[src/rtl/cpm_pkg.sv]
// Shared types, codes and constants of the classifier population manager.
package cpm_pkg;

    // Result status codes
    typedef enum logic [2:0] {
        ST_INCREMENTED  = 3'd0,
        ST_INSERTED     = 3'd1,
        ST_TABLE_FULL   = 3'd2,
        ST_UNDER_LIMIT  = 3'd3,
        ST_DELETED_MORE = 3'd4,
        ST_DELETED_DONE = 3'd5
    } t_status;

    // Configuration register indexes
    localparam logic [1:0] CFG_POP_LIMIT    = 2'd0;
    localparam logic [1:0] CFG_EXP_THRESH   = 2'd1;
    localparam logic [1:0] CFG_LOW_FIT_FRAC = 2'd2;

    // Configuration reset values
    localparam logic [15:0] POP_LIMIT_RST    = 16'd800;
    localparam logic [31:0] EXP_THRESH_RST   = 32'd20;
    localparam logic [15:0] LOW_FIT_FRAC_RST = 16'd6554;

    // Largest vote (Q32.16)
    localparam logic [47:0] VOTE_MAX = 48'hFFFF_FFFF_FFFF;

    // Slot pointer operations
    typedef enum logic [2:0] {
        SL_HOLD,
        SL_ZERO,
        SL_INC,
        SL_FREE,
        SL_FIRST
    } t_slot_op;

    // Divider operand selection
    typedef enum logic [1:0] {
        DV_AVG,
        DV_MICRO,
        DV_RATIO
    } t_div_sel;

    // Vote source selection
    typedef enum logic [1:0] {
        VT_ZERO,
        VT_BASE,
        VT_MAX,
        VT_PROD
    } t_vote_sel;

    // Controller states
    typedef enum logic [4:0] {
        S_IDLE,
        S_INS_RD,
        S_INS_CHK,
        S_INS_WR,
        S_SUM_RD,
        S_SUM_ACC,
        S_SUM_END,
        S_AVG,
        S_THR,
        S_V_RD,
        S_V_BASE,
        S_V_DEC,
        S_V_MIC,
        S_V_MCMP,
        S_V_RAT,
        S_V_MUL,
        S_V_SAT,
        S_V_WR,
        S_P_LO,
        S_P_HI,
        S_P_SUM,
        S_R_RD,
        S_R_CHK,
        S_DEL_RD,
        S_DEL_WR
    } t_state;

    // Commands from controller to datapath
    typedef struct packed {
        logic      load;
        t_slot_op  slot_op;
        logic      ins_scan;
        logic      wr_inc;
        logic      wr_new;
        logic      wr_del;
        logic      sum_acc;
        logic      div_start;
        t_div_sel  div_sel;
        logic      lat_avg;
        logic      lat_thr;
        logic      lat_base;
        logic      lat_micro;
        logic      lat_ratio;
        logic      mul_step;
        logic      vote_set;
        t_vote_sel vote_sel;
        logic      vote_wr;
        logic      p_lo;
        logic      p_hi;
        logic      p_sum;
        logic      rou_acc;
        logic      res_set;
        t_status   res_code;
    } t_cmd;

    // Status from datapath to controller
    typedef struct packed {
        logic valid;
        logic match;
        logic last;
        logic free_found;
        logic over_limit;
        logic more_needed;
        logic cnt_zero;
        logic exp_low;
        logic div_done;
        logic micro_low;
        logic micro_zero;
        logic mul_last;
        logic hit;
    } t_stat;

endpackage

[src/rtl/cpm_ctrl.sv]
// Controller state machine sequencing insert, sum, vote and roulette passes.
module cpm_ctrl (
    input  logic           i_clk,
    input  logic           i_rst_n,
    input  logic           i_start,
    input  logic           i_kind,
    input  cpm_pkg::t_stat i_stat,
    output cpm_pkg::t_cmd  o_cmd,
    output logic           o_busy
);

    cpm_pkg::t_state r_state;
    cpm_pkg::t_state n_state;

    // State register
    always_ff @(posedge i_clk) begin
        if (!i_rst_n) begin
            r_state <= cpm_pkg::S_IDLE;
        end else begin
            r_state <= n_state;
        end
    end

    // Next state and commands
    always_comb begin
        n_state = r_state;
        o_cmd   = '0;
        unique case (r_state)
            cpm_pkg::S_IDLE: begin
                if (i_start) begin
                    o_cmd.load    = 1'b1;
                    o_cmd.slot_op = cpm_pkg::SL_ZERO;
                    n_state       = i_kind ? cpm_pkg::S_SUM_RD : cpm_pkg::S_INS_RD;
                end
            end
            // insert: look for an equal entry, remember first free slot
            cpm_pkg::S_INS_RD: n_state = cpm_pkg::S_INS_CHK;
            cpm_pkg::S_INS_CHK: begin
                o_cmd.ins_scan = 1'b1;
                if (i_stat.match) begin
                    o_cmd.wr_inc   = 1'b1;
                    o_cmd.res_set  = 1'b1;
                    o_cmd.res_code = cpm_pkg::ST_INCREMENTED;
                    n_state        = cpm_pkg::S_IDLE;
                end else if (!i_stat.last) begin
                    o_cmd.slot_op = cpm_pkg::SL_INC;
                    n_state       = cpm_pkg::S_INS_RD;
                end else if (i_stat.free_found) begin
                    o_cmd.slot_op = cpm_pkg::SL_FREE;
                    n_state       = cpm_pkg::S_INS_WR;
                end else begin
                    o_cmd.res_set  = 1'b1;
                    o_cmd.res_code = cpm_pkg::ST_TABLE_FULL;
                    n_state        = cpm_pkg::S_IDLE;
                end
            end
            cpm_pkg::S_INS_WR: begin
                o_cmd.wr_new   = 1'b1;
                o_cmd.res_set  = 1'b1;
                o_cmd.res_code = cpm_pkg::ST_INSERTED;
                n_state        = cpm_pkg::S_IDLE;
            end
            // delete: sum counts and fitness
            cpm_pkg::S_SUM_RD: n_state = cpm_pkg::S_SUM_ACC;
            cpm_pkg::S_SUM_ACC: begin
                o_cmd.sum_acc = 1'b1;
                if (i_stat.last) begin
                    n_state = cpm_pkg::S_SUM_END;
                end else begin
                    o_cmd.slot_op = cpm_pkg::SL_INC;
                    n_state       = cpm_pkg::S_SUM_RD;
                end
            end
            cpm_pkg::S_SUM_END: begin
                if (!i_stat.over_limit) begin
                    o_cmd.res_set  = 1'b1;
                    o_cmd.res_code = cpm_pkg::ST_UNDER_LIMIT;
                    n_state        = cpm_pkg::S_IDLE;
                end else begin
                    o_cmd.div_start = 1'b1;
                    o_cmd.div_sel   = cpm_pkg::DV_AVG;
                    n_state         = cpm_pkg::S_AVG;
                end
            end
            cpm_pkg::S_AVG: begin
                o_cmd.div_sel = cpm_pkg::DV_AVG;
                if (i_stat.div_done) begin
                    o_cmd.lat_avg = 1'b1;
                    n_state       = cpm_pkg::S_THR;
                end
            end
            cpm_pkg::S_THR: begin
                o_cmd.lat_thr = 1'b1;
                o_cmd.slot_op = cpm_pkg::SL_ZERO;
                n_state       = cpm_pkg::S_V_RD;
            end
            // vote pass
            cpm_pkg::S_V_RD: n_state = cpm_pkg::S_V_BASE;
            cpm_pkg::S_V_BASE: begin
                o_cmd.lat_base = 1'b1;
                n_state        = cpm_pkg::S_V_DEC;
            end
            cpm_pkg::S_V_DEC: begin
                o_cmd.div_sel = cpm_pkg::DV_MICRO;
                if (!i_stat.valid || i_stat.cnt_zero) begin
                    o_cmd.vote_set = 1'b1;
                    o_cmd.vote_sel = cpm_pkg::VT_ZERO;
                    n_state        = cpm_pkg::S_V_WR;
                end else if (i_stat.exp_low) begin
                    o_cmd.vote_set = 1'b1;
                    o_cmd.vote_sel = cpm_pkg::VT_BASE;
                    n_state        = cpm_pkg::S_V_WR;
                end else begin
                    o_cmd.div_start = 1'b1;
                    n_state         = cpm_pkg::S_V_MIC;
                end
            end
            cpm_pkg::S_V_MIC: begin
                o_cmd.div_sel = cpm_pkg::DV_MICRO;
                if (i_stat.div_done) begin
                    o_cmd.lat_micro = 1'b1;
                    n_state         = cpm_pkg::S_V_MCMP;
                end
            end
            cpm_pkg::S_V_MCMP: begin
                o_cmd.div_sel = cpm_pkg::DV_RATIO;
                if (!i_stat.micro_low) begin
                    o_cmd.vote_set = 1'b1;
                    o_cmd.vote_sel = cpm_pkg::VT_BASE;
                    n_state        = cpm_pkg::S_V_WR;
                end else if (i_stat.micro_zero) begin
                    o_cmd.vote_set = 1'b1;
                    o_cmd.vote_sel = cpm_pkg::VT_MAX;
                    n_state        = cpm_pkg::S_V_WR;
                end else begin
                    o_cmd.div_start = 1'b1;
                    n_state         = cpm_pkg::S_V_RAT;
                end
            end
            cpm_pkg::S_V_RAT: begin
                o_cmd.div_sel = cpm_pkg::DV_RATIO;
                if (i_stat.div_done) begin
                    o_cmd.lat_ratio = 1'b1;
                    n_state         = cpm_pkg::S_V_MUL;
                end
            end
            cpm_pkg::S_V_MUL: begin
                o_cmd.mul_step = 1'b1;
                if (i_stat.mul_last) begin
                    n_state = cpm_pkg::S_V_SAT;
                end
            end
            cpm_pkg::S_V_SAT: begin
                o_cmd.vote_set = 1'b1;
                o_cmd.vote_sel = cpm_pkg::VT_PROD;
                n_state        = cpm_pkg::S_V_WR;
            end
            cpm_pkg::S_V_WR: begin
                o_cmd.vote_wr = 1'b1;
                if (i_stat.last) begin
                    n_state = cpm_pkg::S_P_LO;
                end else begin
                    o_cmd.slot_op = cpm_pkg::SL_INC;
                    n_state       = cpm_pkg::S_V_RD;
                end
            end
            // roulette point
            cpm_pkg::S_P_LO: begin
                o_cmd.p_lo = 1'b1;
                n_state    = cpm_pkg::S_P_HI;
            end
            cpm_pkg::S_P_HI: begin
                o_cmd.p_hi = 1'b1;
                n_state    = cpm_pkg::S_P_SUM;
            end
            cpm_pkg::S_P_SUM: begin
                o_cmd.p_sum   = 1'b1;
                o_cmd.slot_op = cpm_pkg::SL_ZERO;
                n_state       = cpm_pkg::S_R_RD;
            end
            // roulette walk
            cpm_pkg::S_R_RD: n_state = cpm_pkg::S_R_CHK;
            cpm_pkg::S_R_CHK: begin
                o_cmd.rou_acc = 1'b1;
                if (i_stat.hit) begin
                    n_state = cpm_pkg::S_DEL_RD;
                end else if (i_stat.last) begin
                    o_cmd.slot_op = cpm_pkg::SL_FIRST;
                    n_state       = cpm_pkg::S_DEL_RD;
                end else begin
                    o_cmd.slot_op = cpm_pkg::SL_INC;
                    n_state       = cpm_pkg::S_R_RD;
                end
            end
            cpm_pkg::S_DEL_RD: n_state = cpm_pkg::S_DEL_WR;
            cpm_pkg::S_DEL_WR: begin
                o_cmd.wr_del   = 1'b1;
                o_cmd.res_set  = 1'b1;
                o_cmd.res_code = i_stat.more_needed ? cpm_pkg::ST_DELETED_MORE
                                                    : cpm_pkg::ST_DELETED_DONE;
                n_state        = cpm_pkg::S_IDLE;
            end
            default: n_state = cpm_pkg::S_IDLE;
        endcase
    end

    assign o_busy = (r_state != cpm_pkg::S_IDLE);

endmodule

[config.mk]
export PLATFORM = sky130hd
export DESIGN_NAME = cpm_ctrl
export DESIGN_NICKNAME = d
export VERILOG_FILES = /design/src/rtl/cpm_pkg.sv /design/src/rtl/cpm_ctrl.sv
export SDC_FILE = /design/constraint.sdc
export NUM_CORES = 1
export LEC_CHECK = 0
export ABC_AREA = 1
export BUFFER_PORTS_ARGS = -buffer_cell sky130_fd_sc_hd__buf_2
export CAP_MARGIN = 30
export CORE_MARGIN = 8
export CORE_UTILIZATION = 40
export CTS_CLUSTER_DIAMETER = 200
export DETAILED_ROUTE_END_ITERATION = 10
export GPL_TIMING_DRIVEN = 0
export PLACE_DENSITY_LB_ADDON = 0.15
export SYNTH_ARGS = -nofsm -noshare
export SYNTH_HDL_FRONTEND = slang
export SYNTH_SLANG_ARGS = --single-unit
[constraint.sdc]
create_clock -name i_clk -period 1.4 [get_ports i_clk]
set_clock_uncertainty 0.2 [all_clocks]
set_input_delay 0.14 -clock i_clk [delete_from_list [all_inputs] [get_ports i_clk]]
set_output_delay 0.14 -clock i_clk [all_outputs]
set_load 0.05 [all_outputs]
==> results of run 1 <==
## logic make-up after synthesis
kind of cell | count (synthesis) | synth area share [%]
flip-flops | 5 | 11.0
AO/OA/AOI/OAI | 18 | 12.2
AND/OR/NAND/NOR | 123 | 58.2
buffers and inverters | 43 | 18.5
## metrics by stage
step           TNS (ns)  setup slack, ns  util [%]  instances
2_1_floorplan     -6.77           -0.769         -        189
3_3_place_gp      -9.86           -0.542      65.4        264
3_5_place_dp     -10.00           -0.542      65.4        264
4_1_cts          -10.47           -0.445      94.6        292
## timing repair
action,in CTS
pin swaps,13
hold buffers,1
resized for setup,136
setup endpoints to repair,36
buffers inserted,22
gates cloned,1
hold endpoints to repair,1
==> flow_summary_export.csv, run 1 <==
group,metric,value,unit
die,start_util,41.6,%
synthesis,synth_ff_type,"dfxtp_1",
synthesis,synth-seq-area-share,11.0,%
run_status,stop_stage,"global routing",
synthesis,syn_inst,189,
clock_network,cts_htree_levels,1,
synthesis,synth.most_common_cell,"nand2_1",
synthesis,syn_nets,206,
synthesis,avgSynthCellArea,4.82,sq um
place,port_buffers,47,
clock_network,cts_inserted_buffers,3,
clock_network,cts-root-buf,"clkbuf_4",
synthesis,synth_edf_count,0,
place,dp_hpwl,2720,um
synthesis,async_flop_share,0,%
clock_network,clkSinkCount,5,
die,die_x,63.7,um
run_status,first-error,"[ERROR DPL-0038] Utilization greater than 100%, impossible to legalize",
synthesis,yosys.area.top_type_share,20.6,%
synthesis,syn_area,911,sq um
die,ioPinCount,48,
global_routing,grt_start_max_net_pins,8,
synthesis,ys_types,22,
clock_network,cts_buffer_depth,2,
timing,worstEndpointType,"primary output",
die,die_h,63.7,um
run_status,status,"did not finish",
synthesis,synth_top_cells_by_count,"nand2_1, nor2_1, inv_1",
die,num_rows,17,
synthesis,synth_largest_area_cell,"nand2_1",
place,gp_congestion,0.892,
timing,worst_endpoint,"o_cmd[1]",
synthesis,synth_area_leaders,"nand2_1, nor2_1, inv_1, dfxtp_1, nand3_1",
synthesis,synth_seq_cells,5,
place,placed_area,0.00143,sq mm
synthesis,ys_warn_count,0,
==> run 2, diff against run 1 <==
--- a/config.mk
+++ b/config.mk
@@ -8,10 +8,9 @@
 export ABC_AREA = 1
 export BUFFER_PORTS_ARGS = -buffer_cell sky130_fd_sc_hd__buf_2
 export CAP_MARGIN = 30
-export CORE_MARGIN = 8
-export CORE_UTILIZATION = 40
-export CTS_CLUSTER_DIAMETER = 200
+export CORE_AREA = 8 8 69 71
 export DETAILED_ROUTE_END_ITERATION = 10
+export DIE_AREA = 0 0 77 79
 export GPL_TIMING_DRIVEN = 0
 export PLACE_DENSITY_LB_ADDON = 0.15
 export SYNTH_ARGS = -nofsm -noshare
==> constraint.sdc (replaced) <==
create_clock -name i_clk -period 1.8 [get_ports i_clk]
set_clock_uncertainty 0.2 [all_clocks]
set_input_delay 0.18 -clock i_clk [delete_from_list [all_inputs] [get_ports i_clk]]
set_output_delay 0.18 -clock i_clk [all_outputs]
set_load 0.05 [all_outputs]
==> run 2 against run 1 <==
Effect of this change:
- the flow now finishes, with violations (negative setup slack)
- synthesized cell count is the same
- synthesized area is the same
==> flow_summary_export.csv, run 2 <==
group,metric,value,unit
die,num_rows,23,
global_routing,grt_start_max_net_pins,9,
critical_path,cp_max_fo,6,
critical_path,crit_path_end_kind,"primary output",
synthesis,synth-seq-area-share,11.0,%
synthesis,yosys.area.top_type_share,20.6,%
timing,max_slew_margin,82.2,%
route,drc,0,
finish,num_antenna_cells,0,
route,routedWlPerCell,12.2,um
critical_path,ff2ff_setup_slack,0.06,ns
global_routing,grt.total_usage,12.4,%
power,cellPowerDensity,639,mW/mm^2
critical_path,cp_slowest_cell,"dfxtp_4",
clock_network,cts_tree,"built",
timing,post-route-period-util,104,%
critical_path,cp_cell_sequence,"inv_2 -> nand2_4 -> nor2_2 -> nand2_2 -> clkinvlp_4 -> o21ai_4 -> o311ai_4 -> buf_6",
critical_path,critical_path_class,"register to primary output",
critical_path,critPathLaunch,"r_state[1]$_SDFFE_PN0P_",
min_path,hp-class,"primary input to register",
route,vias,1362,
timing,tightestPinTransition,0.267,ns
critical_path,reg2reg_depth,11,
clock_network,clkLatencyLatePin,0.22,ns
critical_path,reg2reg_to,"r_state[2]$_SDFFE_PN0P_",
timing,setup_ws,-0.0773,ns
synthesis,synth_top_family_by_area,"simple AND/OR/NAND/NOR gates",
flow_run,max_cap_viol_count,0,
synthesis,syn_nets,206,
critical_path,crit_arrival,1.50,ns
timing,setup_viol,6,
critical_path,cpLargestDelayFamily,"flip-flops",
critical_path,cp-start-kind,"register",
clock_network,cts-root-buf,"clkbuf_8",
timing,rsz0062_at_grt,"yes",
run_status,status,"finished, violations left",
clock_network,clk_pin_slew_worst_paths,0.04,ns
synthesis,synth_seq_cells,5,
finish,largest_reg_flops,5,
finish,layout_common_cells,"nand2_1, inv_1, buf_2",
place,port_buffers,47,
route,drtAntennaViolNets,0,
synthesis,syn_area,911,sq um
finish,multi_input_area,905,sq um
synthesis,synth.most_common_cell,"nand2_1",
power,vdd_drop_max,0.354,mV
route,drt-total-wl,3700,um
synthesis,synth_top_cells_by_count,"nand2_1, nor2_1, inv_1",
timing,period_minus_slack,1.88,ns
synthesis,avgSynthCellArea,4.82,sq um
synthesis,synthMuxAreaShare,0,%
die,die_h,79,um
route,via_per_inst,4.50,
run_status,violations,"negative setup slack",
synthesis,synth_compound_area_share,12.2,%
critical_path,r2r_start,"r_state[1]$_SDFFE_PN0P_",
synthesis,synth_ff_type,"dfxtp_1",
clock_network,cts_inserted_buffers,3,
synthesis,syn_inst,189,
power,p_leak,1.01,nW
synthesis,yosys.area_share.xor_xnor,0,%
timing,fmax,533,MHz
finish,fillers,421,
synthesis,async_flop_share,0,%
global_routing,grt_overflow,0,
finish,fin_nets,271,
synthesis,synth_area_leaders,"nand2_1, nor2_1, inv_1, dfxtp_1, nand3_1",
clock_network,cts_htree_levels,1,
critical_path,cp.required,1.42,ns
finish,largestRegisters,"r_state x5",
place,place_ws,-0.197,ns
route,drtIter0Drc,70,
synthesis,synth_edf_count,0,
die,die-area,0.00608,sq mm
die,ioPinCount,48,
critical_path,crit_end,"o_cmd[27]",
finish,mostFrequentLayoutCell,"nand2_1",
finish,drive_gt1_share,52.2,%
synthesis,ys_types,22,
timing,hold_viol,0,
route,dr.pass1.iters,4,
timing,slew_violations,0,
die,die_x,77,um
synthesis,ys_warn_count,0,
place,dp_hpwl,2940,um
critical_path,cp.depth,8,
place,gp_congestion,0.855,
clock_network,clkSinkCount,5,
finish,final_util,46.8,%
global_routing,grt_pass1_vias,1412,
global_routing,grt_pass1_wl,6430,um
critical_path,slowest_delay,0.41,ns
timing,whs,0.0687,ns
synthesis,synth-simple-area-share,58.2,%
synthesis,synthAdderAreaFrac,0,%
finish,area_delta_synth_final,95.2,%
finish,top_register,"r_state",
die,coreArea,0.00380,sq mm
critical_path,path_buf_inv,3,
finish,final-seq-area,116,sq um
synthesis,synth_largest_area_cell,"nand2_1",
clock_network,cts_buffer_depth,2,
global_routing,antenna_found_initial,0,
die,start_util,24.0,%
run 2: cell counts after synthesis:
Identical to the previous run, type by type.
run 2: logic make-up (layout without fill, tap and decap cells):
kind of cell,Yosys count,in the layout
compound gates,18,18
buf+inv,43,107
flops,5,5
simple gates,123,123
run 2: metal layers:
layer,vias up,part of all wire [%],GRT usage [%]
li1,713,-,-
met1,603,44,14.5
met2,44,49,22.3
met3,2,6.8,3.72
met4,0,0.46,1.51
met5,-,0,0
run 2: area by class of cell:
type	instances	share of cell area, %
inverter	42	10.1
sequential	5	6.54
timing repair buffer	60	25.6
clock buffer	4	2.53
buffer	1	0.844
multi-input combinational	141	50.9
tap	50	3.52
run 2: worst reg2reg max path, cell delays in order, from the launching register on:
cell     delay, ns
dfxtp_4       0.38
inv_2         0.09
nand2_4       0.07
nor2_4        0.22
nand2_4       0.09
buf_4         0.14
buf_4         0.12
nand3_1       0.08
nor2_1        0.04
nand3_1       0.07
nand2_1       0.06
a21oi_1       0.11
run 2: worst min path at each step:
stage	slack, ns	end	from	depth (start not counted)
2_1_floorplan	0.16	r_state[1]$_SDFFE_PN0P_	i_rst_n	2
3_3_place_gp	0.28	r_state[2]$_SDFFE_PN0P_	i_rst_n	3
3_5_place_dp	0.29	r_state[2]$_SDFFE_PN0P_	i_rst_n	3
4_1_cts	0.07	r_state[2]$_SDFFE_PN0P_	i_rst_n	3
5_1_grt	0.11	r_state[2]$_SDFFE_PN0P_	i_rst_n	3
6_report	0.07	r_state[2]$_SDFFE_PN0P_	i_rst_n	3
run 2: metrics by stage:
step	area (sq um)	total power, mW	instances	TNS, ns
global placement	1380	0.754	286	-0.900
finish	1780	1.14	303	-0.255
detailed placement	1380	0.754	286	-0.824
floorplan	1080	0.616	189	-1.06
global route	1780	1.22	303	-1.23
CTS	1680	1.09	301	-0.232
run 2: power by group:
part           internal (mW)  total, mW  switching [mW]
combinational          0.255      0.753           0.498
clock                  0.152      0.206          0.0539
sequential             0.135      0.178          0.0427
run 2: repair_timing:
item                                    4_1_cts  5_1_grt
resized for setup                            59       32
buffers inserted                             11        2
hold buffers                                  0        0
pin swaps                                     7        7
endpoints found under the setup margin       29       24
hold endpoints to repair                      0        0
(Power assumes the default switching activity.)
==> run 3, diff against run 2 <==
--- a/config.mk
+++ b/config.mk
@@ -7,10 +7,11 @@
 export LEC_CHECK = 0
 export ABC_AREA = 1
 export BUFFER_PORTS_ARGS = -buffer_cell sky130_fd_sc_hd__buf_2
-export CAP_MARGIN = 30
-export CORE_AREA = 8 8 69 71
+export CELL_PAD_IN_SITES_DETAIL_PLACEMENT = 1
+export CELL_PAD_IN_SITES_GLOBAL_PLACEMENT = 2
+export CORE_MARGIN = 8
+export CORE_UTILIZATION = 19
 export DETAILED_ROUTE_END_ITERATION = 10
-export DIE_AREA = 0 0 77 79
 export GPL_TIMING_DRIVEN = 0
 export PLACE_DENSITY_LB_ADDON = 0.15
 export SYNTH_ARGS = -nofsm -noshare
==> run 3 against run 2 <==
Effect of this change:
- first-iteration DRC count fell by 39%
- total power rose by 10%
- cell count rose by 3.6%
- largest cell class unchanged
- register-to-register slack barely moved
- core utilization fell by 3.9 points
- sequential power barely moved
- clock power barely moved
- largest power group unchanged
- the run still ends with negative setup slack left
- routed wire length rose by 24%
==> flow_summary_export.csv, run 3 (synthesized netlist as in run 2, its figures left out) <==
group,metric,value,unit
run_status,status,"finished, violations left",
run_status,violations,"negative setup slack",
power,cellPowerDensity,628,mW/mm^2
place,dp_hpwl,3510,um
clock_network,cts_buffer_depth,2,
min_path,hp-start,"i_rst_n",
place,port_buffers,47,
finish,largestRegisters,"r_state x5",
clock_network,clk_pin_slew_worst_paths,0.03,ns
timing,setup_tns,-0.288,ns
finish,num_antenna_cells,0,
finish,drive_gt1_share,59.6,%
power,internal-power,0.602,mW
route,drtAntennaViolNets,0,
place,gp_congestion,0.806,
timing,period_minus_slack,1.88,ns
critical_path,crit_path_end_kind,"primary output",
route,vias,1442,
route,drt-total-wl,4570,um
power,p_leak,1.10,nW
place,placed_area,0.00138,sq mm
timing,fmax,533,MHz
clock_network,cts_inserted_buffers,3,
timing,setup_viol,6,
clock_network,clkSinkCount,5,
global_routing,grt_pass1_wl,7560,um
finish,final_util,42.9,%
timing,rsz0062_at_grt,"yes",
die,die_h,85.2,um
min_path,hp-class,"primary input to register",
finish,mostFrequentLayoutCell,"nand2_1",
min_path,hold_end,"r_state[3]$_SDFFE_PN0P_",
timing,post-route-period-util,104,%
route,via_per_inst,4.59,
global_routing,grt_pass1_vias,1603,
global_routing,grt_overflow,0,
critical_path,cp.required,1.42,ns
clock_network,cts_htree_levels,1,
global_routing,grt.total_usage,12.7,%
critical_path,crit_arrival,1.50,ns
critical_path,cp_max_fo,5,
power,vdd_drop_max,0.294,mV
power,combPwrFrac,69.3,%
die,num_rows,25,
global_routing,grt_start_max_net_pins,9,
critical_path,critical_path_class,"register to primary output",
finish,top_register,"r_state",
die,ioPinCount,48,
route,dr.pass1.iters,4,
timing,tightestPinTransition,0.258,ns
timing,hold_viol,0,
finish,area_delta_synth_final,120,%
timing,whs,0.0687,ns
die,coreArea,0.00466,sq mm
power,total_power,1.26,mW
route,drtIter0Drc,43,
flow_run,max_cap_viol_count,0,
die,die-area,0.00727,sq mm
die,die_x,85.2,um
power,p_sw_share,52.1,%
timing,slew_violations,0,
critical_path,r2r_start,"r_state[1]$_SDFFE_PN0P_",
clock_network,clkLatencyLatePin,0.22,ns
timing,setup_ws,-0.0761,ns
global_routing,antenna_found_initial,0,
power,power.share.clock,16.6,%
critical_path,cp-start-kind,"register",
critical_path,reg2reg_to,"r_state[1]$_SDFFE_PN0P_",
route,drc,0,
finish,layout_common_cells,"nand2_1, inv_1, buf_2",
clock_network,cts_tree,"built",
route,routedWlPerCell,14.6,um
power,switchingPower,0.654,mW
critical_path,critPathLaunch,"r_state[1]$_SDFFE_PN0P_",
critical_path,reg2reg_depth,11,
power,power_frac_seq,14.2,%
critical_path,ff2ff_setup_slack,0.05,ns
timing,max_slew_margin,82.9,%
finish,largest_reg_flops,5,
min_path,hold_depth,3,
clock_network,cts-root-buf,"clkbuf_8",
finish,final_area,0.00200,sq mm
die,start_util,19.5,%
finish,fin_nets,278,
-- run 3: changes by cell type in the layout (fill, tap and decap cells not counted), sizes merged --
cell,before,now
buf,61,65
clkbuf,4,7
-- run 3: routing by layer --
layer	share of wire (%)	global-route usage [%]
met3	5.7	3.38
met2	51	23.3
met5	0	0
met4	0.31	2.10
met1	43	14.3
-- run 3: cell type report --
type                            instances  area, sq um
Inverter                               42          184
Clock buffer                            4         45.0
Multi-Input combinational cell        141         1010
Tap cell                               54         67.6
Fill cell                             597         2660
Timing Repair Buffer                   68          571
Sequential cell                         5          119
-- run 3: worst max-delay path by stage --
stage | slack, ns | depth (start not counted) | endpoint
after floorplan | -0.41 | 6 | o_cmd[3]
after global placement | -0.23 | 7 | o_cmd[27]
after detailed placement | -0.24 | 7 | o_cmd[27]
after CTS | -0.08 | 7 | o_cmd[1]
after global routing | -0.13 | 6 | o_cmd[3]
final | -0.08 | 6 | o_cmd[1]
-- run 3: power by group through the flow --
stage          Clock [mW]  Combinational (mW)  Sequential (mW)
2_1_floorplan           0               0.466            0.151
3_3_place_gp            0               0.610            0.161
3_5_place_dp            0               0.610            0.161
4_1_cts             0.210               0.762            0.174
5_1_grt             0.220               0.934            0.183
6_report            0.208               0.870            0.178
-- run 3: worst max-delay path: stages (launching register included) --
cell	delay, ns
dfxtp_4	0.39
buf_12	0.11
nand3_4	0.12
nor2_4	0.15
inv_2	0.07
o41ai_4	0.21
buf_6	0.20
-- run 3: stage by stage --
| stage | cells | setup slack (ns) |
|---|---|---|
| after global placement | 290 | -0.231 |
| after CTS | 309 | -0.0777 |
| after global routing | 314 | -0.134 |
| after floorplan | 189 | -0.409 |
| after detailed placement | 290 | -0.240 |
| final | 314 | -0.0761 |
-- run 3: what timing repair did --
action | CTS | global route
gates cloned | 0 | 0
hold buffers | 0 | 0
pin swaps | 7 | 16
gates resized for setup | 66 | 60
setup endpoints to repair | 30 | 28
setup buffers | 15 | 6
==> run 4, diff against run 3 <==
--- a/config.mk
+++ b/config.mk
@@ -10,7 +10,8 @@
 export CELL_PAD_IN_SITES_DETAIL_PLACEMENT = 1
 export CELL_PAD_IN_SITES_GLOBAL_PLACEMENT = 2
 export CORE_MARGIN = 8
-export CORE_UTILIZATION = 19
+export CORE_UTILIZATION = 20
+export CTS_BUF_LIST = sky130_fd_sc_hd__clkbuf_4 sky130_fd_sc_hd__clkbuf_8
 export DETAILED_ROUTE_END_ITERATION = 10
 export GPL_TIMING_DRIVEN = 0
 export PLACE_DENSITY_LB_ADDON = 0.15
==> run 4 against run 3 <==
Effect of this change:
- the run still ends with negative setup slack left
- non-clock buffer count is 7 lower
- combinational power is 9.4% lower
- sequential share of layout area is 0.42 points higher
- sequential power hardly changed
- hold slack worse by 0.0045 ns
- critical path depth is 1 higher
- routed wire length is 6.4% lower
- critical endpoint unchanged
==> flow_summary_export.csv, run 4 (synthesized netlist as in run 2, its figures left out) <==
group,metric,value,unit
run_status,status,"finished, violations left",
run_status,violations,"negative setup slack",
critical_path,crit_arrival,1.50,ns
min_path,hp-start,"i_rst_n",
power,p_leak,1.02,nW
finish,largestRegisters,"r_state x5",
clock_network,cts_htree_levels,1,
finish,top_register,"r_state",
clock_network,clkLatencyLatePin,0.22,ns
clock_network,cts_tree,"built",
route,via_per_inst,4.58,
power,vdd_drop_max,0.261,mV
critical_path,crit_end,"o_cmd[1]",
place,port_buffers,47,
route,dr.pass1.iters,4,
power,power_frac_seq,14.9,%
finish,mostFrequentLayoutCell,"nand2_1",
finish,fin_nets,271,
route,drt-total-wl,4280,um
power,p_sw_share,51.9,%
critical_path,reg2reg_depth,9,
die,coreArea,0.00438,sq mm
critical_path,slowest_delay,0.31,ns
critical_path,r2r_start,"r_state[0]$_SDFFE_PN0P_",
timing,post-route-period-util,104,%
clock_network,cts_buffer_depth,2,
critical_path,cp.required,1.42,ns
critical_path,cp_max_fo,8,
power,combPwrFrac,66.3,%
route,vias,1397,
clock_network,clkSinkCount,5,
timing,hold_viol,0,
flow_run,max_cap_viol_count,0,
critical_path,cp_slowest_cell,"dfxtp_2",
min_path,hp-class,"primary input to register",
die,die-area,0.00697,sq mm
global_routing,grt_pass1_wl,7080,um
clock_network,cts_inserted_buffers,3,
die,die_h,83.5,um
die,ioPinCount,48,
die,num_rows,24,
critical_path,cp_cell_sequence,"buf_8 -> inv_8 -> nand3_4 -> nor2_4 -> inv_2 -> o41ai_4 -> buf_6",
critical_path,critPathLaunch,"r_state[4]$_SDFFE_PN0P_",
clock_network,cts-root-buf,"clkbuf_8",
finish,layout_common_cells,"nand2_1, inv_1, buf_2",
timing,period_minus_slack,1.88,ns
timing,max_slew_margin,78.2,%
route,drtIter0Drc,19,
timing,tightestPinTransition,0.325,ns
critical_path,critical_path_class,"register to primary output",
finish,largest_reg_flops,5,
power,power.share.clock,18.8,%
critical_path,reg2reg_to,"r_state[3]$_SDFFE_PN0P_",
finish,fillers,582,
place,gp_congestion,0.847,
global_routing,grt_pass1_vias,1503,
die,start_util,20.8,%
finish,final-seq-area,116,sq um
finish,drive_gt1_share,54.9,%
critical_path,path_buf_inv,4,
critical_path,cp.depth,7,
power,total_power,1.19,mW
timing,slew_violations,0,
route,drc,0,
critical_path,cpLargestDelayFamily,"buffers and inverters",
clock_network,clk_pin_slew_worst_paths,0.03,ns
power,internal-power,0.572,mW
critical_path,ff2ff_setup_slack,0.09,ns
timing,setup_ws,-0.0777,ns
route,drtAntennaViolNets,0,
timing,rsz0062_at_grt,"yes",
critical_path,crit_path_end_kind,"primary output",
global_routing,antenna_found_initial,0,
timing,fmax,533,MHz
global_routing,grt_start_max_net_pins,10,
place,dp_hpwl,3440,um
global_routing,grt.total_usage,11.8,%
global_routing,grt_overflow,0,
power,cellPowerDensity,651,mW/mm^2
finish,multi_input_area,936,sq um
clock_network,hold_buffers,0,
timing,setup_viol,5,
finish,area_delta_synth_final,101,%
route,routedWlPerCell,14.0,um
power,switchingPower,0.617,mW
critical_path,cp-start-kind,"register",
finish,num_antenna_cells,0,
timing,setup_tns,-0.207,ns
die,die_x,83.5,um
run 4: cell types whose count changed in the layout (fill, tap and decap cells not counted), moves of 2 or more:
| cell | previous run | this run |
|---|---|---|
| nand2_4 | 8 | 4 |
| buf_4 | 20 | 15 |
| nor2_1 | 18 | 22 |
| buf_6 | 14 | 17 |
| inv_4 | 3 | 1 |
| o21ai_2 | 4 | 2 |
| nand3_2 | 3 | 0 |
| nor2_4 | 15 | 13 |
| nand3_1 | 12 | 15 |
| nor2_2 | 10 | 8 |
| buf_12 | 3 | 0 |
| nand2_2 | 11 | 15 |
run 4: worst min path at each step:
stage / to / slack (ns) / cells after the start
detailed placement: r_state[3]$_SDFFE_PN0P_ / 0.30 / 3
global placement: r_state[2]$_SDFFE_PN0P_ / 0.29 / 3
finish: r_state[2]$_SDFFE_PN0P_ / 0.06 / 3
floorplan: r_state[1]$_SDFFE_PN0P_ / 0.16 / 2
global route: r_state[2]$_SDFFE_PN0P_ / 0.1 / 3
CTS: r_state[3]$_SDFFE_PN0P_ / 0.07 / 3
run 4: layer usage:
layer  GRT usage, %  vias up  wire [um]
met5              0        -          0
met4           1.41        0         19
met3           3.52        2        275
met2           20.4       33       2090
met1           14.4      647       1890
li1               -      715          -
run 4: final cells by class:
class                           instances  area share [%]
Sequential cell                         5            6.37
Tap cell                               52            3.56
Inverter                               42            9.79
Clock buffer                            4            2.67
Buffer                                  1           0.822
Multi-Input combinational cell        141            51.2
Timing Repair Buffer                   60            25.5
run 4: what timing repair did:
item / CTS / global route
pin swaps: 7 / 9
buffers inserted: 6 / 7
gates resized for setup: 57 / 46
endpoints found under the setup margin: 29 / 27
gates cloned: 0 / 0
run 4: stage by stage:
stage	cells	area, sq um	worst slack, ns	hold slack (ns)	utilization, %
6_report	305	1830	-0.0777	0.0642	41.7
5_1_grt	305	1830	-0.145	0.0958	41.7
4_1_cts	298	1630	-0.0776	0.0668	37.2
3_5_place_dp	288	1380	-0.221	0.295	31.4
3_3_place_gp	288	1380	-0.223	0.292	31.4
2_1_floorplan	189	1080	-0.409	0.161	-
run 4: power groups by stage:
stage | clock network, mW | logic [mW] | registers [mW]
after global placement | 0 | 0.606 | 0.160
final | 0.224 | 0.788 | 0.177
after CTS | 0.225 | 0.709 | 0.178
after floorplan | 0 | 0.466 | 0.151
after global routing | 0.236 | 0.856 | 0.182
after detailed placement | 0 | 0.605 | 0.159
run 4: tightest hold or removal path: cells and delay by family:
kind	cells	cell delay (ns)
AO/OA/AOI/OAI	1	0.11
buffers and inverters	2	0.15
